$ cat src/rtl/dual_key_cooldown_throttle_defines.svh
// Assertion macros for the cooldown throttle.
// Used by the top level only; empty when SYNTHESIS is defined.
`ifndef DUAL_KEY_COOLDOWN_THROTTLE_DEFINES_SVH
`define DUAL_KEY_COOLDOWN_THROTTLE_DEFINES_SVH
`ifndef SYNTHESIS
`define DKCT_ASSERT_IMPL(label, clk, rst, ante, cons, msg) \
   label: assert property (@(posedge clk) disable iff (rst) (ante) |-> (cons)) else $error(msg);
`define DKCT_ASSERT_NEXT(label, clk, rst, ante, cons, msg) \
   label: assert property (@(posedge clk) disable iff (rst) (ante) |=> (cons)) else $error(msg);
`else
`define DKCT_ASSERT_IMPL(label, clk, rst, ante, cons, msg)
`define DKCT_ASSERT_NEXT(label, clk, rst, ante, cons, msg)
`endif
`endif

$ cat src/rtl/dkct_pkg.sv
// Shared types and constants for the cooldown throttle.
// No dependencies.
package dkct_pkg;
   localparam int unsigned ZONE_ENTRIES_DEF   = 64;
   localparam int unsigned SOURCE_ENTRIES_DEF = 64;
   localparam logic [31:0] STALE_MS = 32'd3600000;
   localparam logic [31:0] SWEEP_MS = STALE_MS / 32'd4;
   localparam logic [9:0]  MS_PER_S = 10'd1000;
   localparam int unsigned ZKEY_W = 34;
   localparam int unsigned SKEY_W = 64;
   localparam logic CSR_ZONE_COOL   = 1'b0;
   localparam logic CSR_SOURCE_COOL = 1'b1;

   typedef enum logic [6:0] {
      ST_IDLE  = 7'b0000001,
      ST_CHECK = 7'b0000010,
      ST_STORE = 7'b0000100,
      ST_SWEEP = 7'b0001000,
      ST_WAITW = 7'b0010000,
      ST_RESP  = 7'b0100000,
      ST_MULT  = 7'b1000000
   } state_type;

   // Per-table scan command from the sequencer.
   typedef struct packed {
      logic start_check;
      logic start_store;
      logic start_sweep;
   } tbl_cmd_type;

   typedef struct packed {
      logic done;
      logic blocked;
   } tbl_stat_type;
endpackage

$ cat src/rtl/dkct_table.sv
// One key/time table with a sequential scan unit: lookup, store, stale sweep.
// Depends on dkct_pkg.
module dkct_table import dkct_pkg::*; #(
   parameter int unsigned ENTRIES = ZONE_ENTRIES_DEF,
   parameter int unsigned KEY_W   = ZKEY_W
) (
   input  logic               clock,
   input  logic               reset,
   input  tbl_cmd_type        cmd,
   input  logic [KEY_W-1:0]   key,
   input  logic [31:0]        now_ms,
   input  logic [31:0]        limit_ms,
   output tbl_stat_type       stat
);
   localparam int unsigned IW = $clog2(ENTRIES);
   localparam logic [IW-1:0] LAST = IW'(ENTRIES - 1);

   typedef enum logic [4:0] {
      T_IDLE = 5'b00001, T_CHECK = 5'b00010, T_STORE = 5'b00100,
      T_SWEEP = 5'b01000, T_WRITE = 5'b10000
   } tstate_type;

   logic [KEY_W-1:0] keys_mem [ENTRIES];
   logic [31:0]      times_mem [ENTRIES];
   logic [ENTRIES-1:0] valid_ff, valid_in;
   tstate_type  st_ff, st_in;
   logic [IW-1:0] idx_ff, idx_in;
   logic [IW-1:0] pidx_ff;
   logic          first_ff, first_in;
   logic [IW-1:0] slot_ff, slot_in;
   logic [1:0]    slot_kind_ff, slot_kind_in; // 2 match, 1 free, 0 oldest
   logic [31:0]   best_ff, best_in;
   logic          blocked_ff, blocked_in;
   logic          done_ff, done_in;
   logic [KEY_W-1:0] rd_key_ff;
   logic [31:0]   rd_time_ff, age;
   logic          hit;

   assign age = now_ms - rd_time_ff;
   assign hit = valid_ff[pidx_ff] && (rd_key_ff == key);

   always_comb begin
      st_in = st_ff; idx_in = idx_ff; slot_in = slot_ff; slot_kind_in = slot_kind_ff;
      best_in = best_ff; blocked_in = blocked_ff; done_in = 1'b0; valid_in = valid_ff;
      first_in = first_ff;
      unique case (st_ff)
         T_IDLE: begin
            idx_in = '0; first_in = 1'b1;
            if (cmd.start_check) begin
               st_in = T_CHECK; blocked_in = 1'b0;
            end else if (cmd.start_store) begin
               st_in = T_STORE; slot_kind_in = 2'd0; slot_in = '0; best_in = '0;
            end else if (cmd.start_sweep) begin
               st_in = T_SWEEP;
            end
         end
         T_CHECK: begin
            idx_in = idx_ff + 1'b1; first_in = 1'b0;
            if (!first_ff) begin
               if (hit && age < limit_ms) blocked_in = 1'b1;
               if (pidx_ff == LAST) begin
                  st_in = T_IDLE; done_in = 1'b1;
               end
            end
         end
         T_STORE: begin
            idx_in = idx_ff + 1'b1; first_in = 1'b0;
            if (!first_ff) begin
               if (hit && slot_kind_ff != 2'd2) begin
                  slot_kind_in = 2'd2; slot_in = pidx_ff;
               end else if (!valid_ff[pidx_ff] && slot_kind_ff == 2'd0) begin
                  slot_kind_in = 2'd1; slot_in = pidx_ff;
               end else if (slot_kind_ff == 2'd0 && (pidx_ff == '0 || age > best_ff)) begin
                  slot_in = pidx_ff; best_in = age;
               end
               if (pidx_ff == LAST) st_in = T_WRITE;
            end
         end
         T_WRITE: begin
            valid_in[slot_ff] = 1'b1;
            st_in = T_IDLE; done_in = 1'b1;
         end
         T_SWEEP: begin
            idx_in = idx_ff + 1'b1; first_in = 1'b0;
            if (!first_ff) begin
               if (valid_ff[pidx_ff] && age > STALE_MS) valid_in[pidx_ff] = 1'b0;
               if (pidx_ff == LAST) begin
                  st_in = T_IDLE; done_in = 1'b1;
               end
            end
         end
         default: st_in = T_IDLE;
      endcase
   end

   always_ff @(posedge clock) begin
      if (st_ff == T_WRITE) begin
         keys_mem[slot_ff]  <= key;
         times_mem[slot_ff] <= now_ms;
      end
      rd_key_ff  <= keys_mem[idx_ff];
      rd_time_ff <= times_mem[idx_ff];
   end

   always_ff @(posedge clock) begin
      if (reset) begin
         st_ff <= T_IDLE; valid_ff <= '0; done_ff <= 1'b0; idx_ff <= '0;
         first_ff <= 1'b1;
      end else begin
         st_ff <= st_in; valid_ff <= valid_in; done_ff <= done_in; idx_ff <= idx_in;
         first_ff <= first_in;
      end
      pidx_ff <= idx_ff;
      slot_ff <= slot_in; slot_kind_ff <= slot_kind_in;
      best_ff <= best_in; blocked_ff <= blocked_in;
   end

   assign stat.done    = done_ff;
   assign stat.blocked = blocked_ff;
endmodule

$ cat config.mk
export PLATFORM = sky130hd
export DESIGN_NAME = dkct_table
export DESIGN_NICKNAME = d
export VERILOG_FILES = /design/src/rtl/dual_key_cooldown_throttle_defines.svh /design/src/rtl/dkct_pkg.sv /design/src/rtl/dkct_table.sv
export SDC_FILE = /design/constraint.sdc
export NUM_CORES = 2
export LEC_CHECK = 0
export BUFFER_PORTS_ARGS = -buffer_cell sky130_fd_sc_hd__buf_2
export CORE_AREA = 2 2 561 563
export DETAILED_ROUTE_END_ITERATION = 7
export DIE_AREA = 0 0 563 565
export GPL_ROUTABILITY_DRIVEN = 0
export PLACE_DENSITY = 0.71
export REMOVE_ABC_BUFFERS = 1
export SLEW_MARGIN = 20
export SYNTH_ARGS = -nofsm -noshare
export SYNTH_HDL_FRONTEND = slang
export SYNTH_MEMORY_MAX_BITS = 65536
export SYNTH_SLANG_ARGS = --single-unit
$ cat constraint.sdc
create_clock -name clock -period 10.2 [get_ports clock]
set_input_delay 2.04 -clock clock [delete_from_list [all_inputs] [get_ports clock]]
set_output_delay 2.04 -clock clock [all_outputs]
set_load 0.005 [all_outputs]
==> results.json <==
{
  "status": "completed",
  "dieArea_um2": 318000,
  "avgRoutedWirePerCell_um": 37.9,
  "seqPwrFrac_pct": 53.8,
  "crit_top_cell": "inv_1",
  "pwr-share-comb_pct": 4.0,
  "clkSinkCount": 4414,
  "synthTopCellsByCount": "4265 x edfxtp_1, 1390 x mux4_2, 273 x clkbuf_1",
  "async_flop_share_pct": 0,
  "drive_gt1_share_pct": 30.2,
  "final-setup-viol-count": 0,
  "timing.slew.headroom_pct": 19.2,
  "fp.dieW_um": 563,
  "p_leak_nw": 58.2,
  "switchingPower_mw": 7.59,
  "drc": 0,
  "totalWireLength_um": 464000,
  "hold_path_class": "reg2reg",
  "synth-seq-cells": 4414,
  "grt.overflow.total": 0,
  "rr_worst_depth": 16,
  "startpoint": "now_ms[1]",
  "endpoint_kind": "flop",
  "drt_iter0_markers": 15000,
  "fillers": 20400,
  "synth.top_cell.area_share_pct": 74.8,
  "htree_levels": 5,
  "slowest_delay_ns": 0.82,
  "cts.reportedPaths.clkPinSlew_ns": 0.06,
  "cts_made_buffers": 429,
  "fmax_mhz": 136,
  "finalSetupTns_ns": 0,
  "hold_slack_ns": 0.526,
  "multi_input_area_um2": 38800,
  "cts_resized": 0,
  "postRouteAntennaNets": 0,
  "synth_edf_count": 4265,
  "die_h_um": 565,
  "first_pass_iters": 6,
  "area_growth_pct": 12.3,
  "grt_pass1_wl_um": 646000,
  "regToRegSetupSlack_ns": 4.32,
  "cts_root_buffer": "clkbuf_16",
  "synthTopCellsByArea": "edfxtp_1 75%, mux4_2 18%, dfxtp_1 1.7%",
  "clkPwrFrac_pct": 42.2,
  "hold_viol_final": 0,
  "critical_path.cell_chain": "buf_2 > inv_1 > fa_1 > nand2b_1 > a21boi_0 > o31ai_1 > a21oi_1 > mux2_2 > o211ai_1 > inv_1 > ha_1 > nand4_1 > nor4_1 > o21ai_0 > a211oi_1 > a32o_1 > buf_4",
  "design_power_total_mw": 37.0,
  "timing.rr.start": "rd_time_ff[6]",
  "track_usage_pct": 29.2,
  "grt_pass1_vias": 82900,
  "cts_tree": "built",
  "crit_slowest_cell": "a32o_1",
  "netlist_instances": 7344,
  "grt_max_degree": 141,
  "viasPerCell": 6.95,
  "period_share_pct": 72.2,
  "maxCapViolCount": 0,
  "synth_area_um2": 171000,
  "synth.most_common_cell": "edfxtp_1",
  "boundaryPins": 105,
  "portBuffers": 104,
  "yosys_warnings": 0,
  "vias": 85200,
  "synth_top_cell_by_area": "edfxtp_1",
  "worst-setup-path-type": "in2reg",
  "crit_required_ns": 10.86,
  "avgSynthCellArea_um2": 23.3,
  "clk_latency_ns": 0.97,
  "core_area_um2": 311000,
  "cp.arrival_ns": 8.02,
  "rsz0062_at_grt": "no",
  "initial_utilization_pct": 55.0,
  "final-seq-area_um2": 131000,
  "ctsHoldBuffers": 0,
  "p_int_mw": 29.5,
  "powerDensity_nw_per_um2": 193,
  "ir_worst_vdd_mv": 0.155,
  "seq_area_frac_synth_pct": 76.5,
  "rows": 205,
  "endpoint": "best_ff[30]",
  "ys.flop_type": "edfxtp_1",
  "tightest_slew_ns": 1.21,
  "final_net_count": 7927,
  "dpl.hpwl_um": 225000,
  "path_max_fanout": 66,
  "antenna_found_initial": 26,
  "reg2reg_to": "best_ff[30]",
  "fin_crit_ns": 7.37,
  "ys_types": 76,
  "post-cts-setup-buffers": 0,
  "clockBufferDepth": 4,
  "sw_frac_of_total_pct": 20.5,
  "critPathLaunchType": "primary input",
  "skew_ns": 0.0715,
  "maxSlewViolCount": 0
}
## how the worst min path moves through the flow
stage,cells after the start,slack (ns),start,endpoint
after floorplan,2,0.47,valid_ff[15],valid_ff[15]
after global placement,2,0.49,valid_ff[15],valid_ff[15]
after detailed placement,2,0.51,valid_ff[15],valid_ff[15]
after CTS,2,0.53,valid_ff[7],valid_ff[7]
after global routing,2,0.55,valid_ff[5],valid_ff[5]
final,2,0.53,valid_ff[8],valid_ff[8]
## placed cells by master (no fill, tap or decap), types with 12 or more instances in the layout
cell type,count
a211oi_1,14
a21o_1,23
a21oi_1,128
and2_1,18
and3_1,14
buf_12,48
buf_2,101
buf_4,185
bufinv_16,34
clkbuf_1,102
clkbuf_16,437
clkbuf_8,29
clkinv_1,92
clkinv_2,77
dfxtp_1,143
diode_2,12
edfxtp_1,4265
ha_1,95
inv_1,112
mux4_2,1390
nand2_1,77
nand3_1,34
nand4_1,30
nor2_1,141
nor2_4,64
nor2b_1,13
nor3_1,35
o211ai_1,17
o21a_1,18
o21ai_0,32
o41a_1,46
xnor2_1,25
xor2_1,24
## worst max-delay path: cells and delay by family
kind	cells	cell delay, ns
AO/OA/AOI/OAI	7	2.39
adder cells (fa/ha/maj)	2	0.82
AND/OR/NAND/NOR	3	0.86
multiplexers	1	0.40
buffers and inverters	4	1.47
## per-stage QoR
stage / utilization [%] / worst slack, ns / area (um2) / instances
2_1_floorplan: - / -35.09 / 170000 / 6958
3_3_place_gp: 57.2 / 2.25 / 178000 / 11400
3_5_place_dp: 57.3 / 2.09 / 178000 / 11400
4_1_cts: 61.7 / 3.14 / 192000 / 12200
5_1_grt: 61.8 / 2.46 / 192000 / 12200
6_report: 61.8 / 2.83 / 192000 / 12300
## registers in the layout, summed over array words and instances, names as in the netlist
name and count:
valid_ff 64, slot_kind_ff 2, first_ff 1, rd_key_ff 34, done_ff 1, slot_ff 6, idx_ff 6, keys_mem 2176
best_ff 32, blocked_ff 1, st_ff 5, pidx_ff 6, rd_time_ff 32, times_mem 2048
## routing by layer
layer	global-route usage, %	part of all wire (%)	wire length [um]
met5	0	0.018	83
met4	9.11	3.6	16700
met3	6.09	12	56300
met2	45.2	47	219000
met1	42.5	37	172000
## power groups by stage
stage | combinational, mW | sequential (mW) | clock, mW
floorplan | 2.20 | 20.4 | 0
global placement | 1.42 | 20.3 | 0
detailed placement | 1.47 | 20.3 | 0
CTS | 1.47 | 19.9 | 15.8
global route | 1.59 | 19.9 | 16.5
finish | 1.48 | 19.9 | 15.6
## kinds of logic after synthesis
logic type               after synthesis  synth area share, %
AND/OR/NAND/NOR                      506                 1.45
AO/OA/AOI/OAI                        376                 1.56
multiplexers                        1404                 18.4
flip-flops                          4414                 76.5
XOR/XNOR                              49                0.251
adder cells (fa/ha/maj)               96                0.706
buffers and inverters                499                 1.14
## cell type report
class,instances,area share (%)
flip-flops and latches,4414,68.2
clock inverters,237,1.13
repair buffers,339,1.55
well taps,4140,2.69
diodes,12,0.0156
inverters,113,0.221
clock buffers,568,6.09
multi-input cells,2431,20.1
Note: power is estimated with default switching activity, not from simulation.
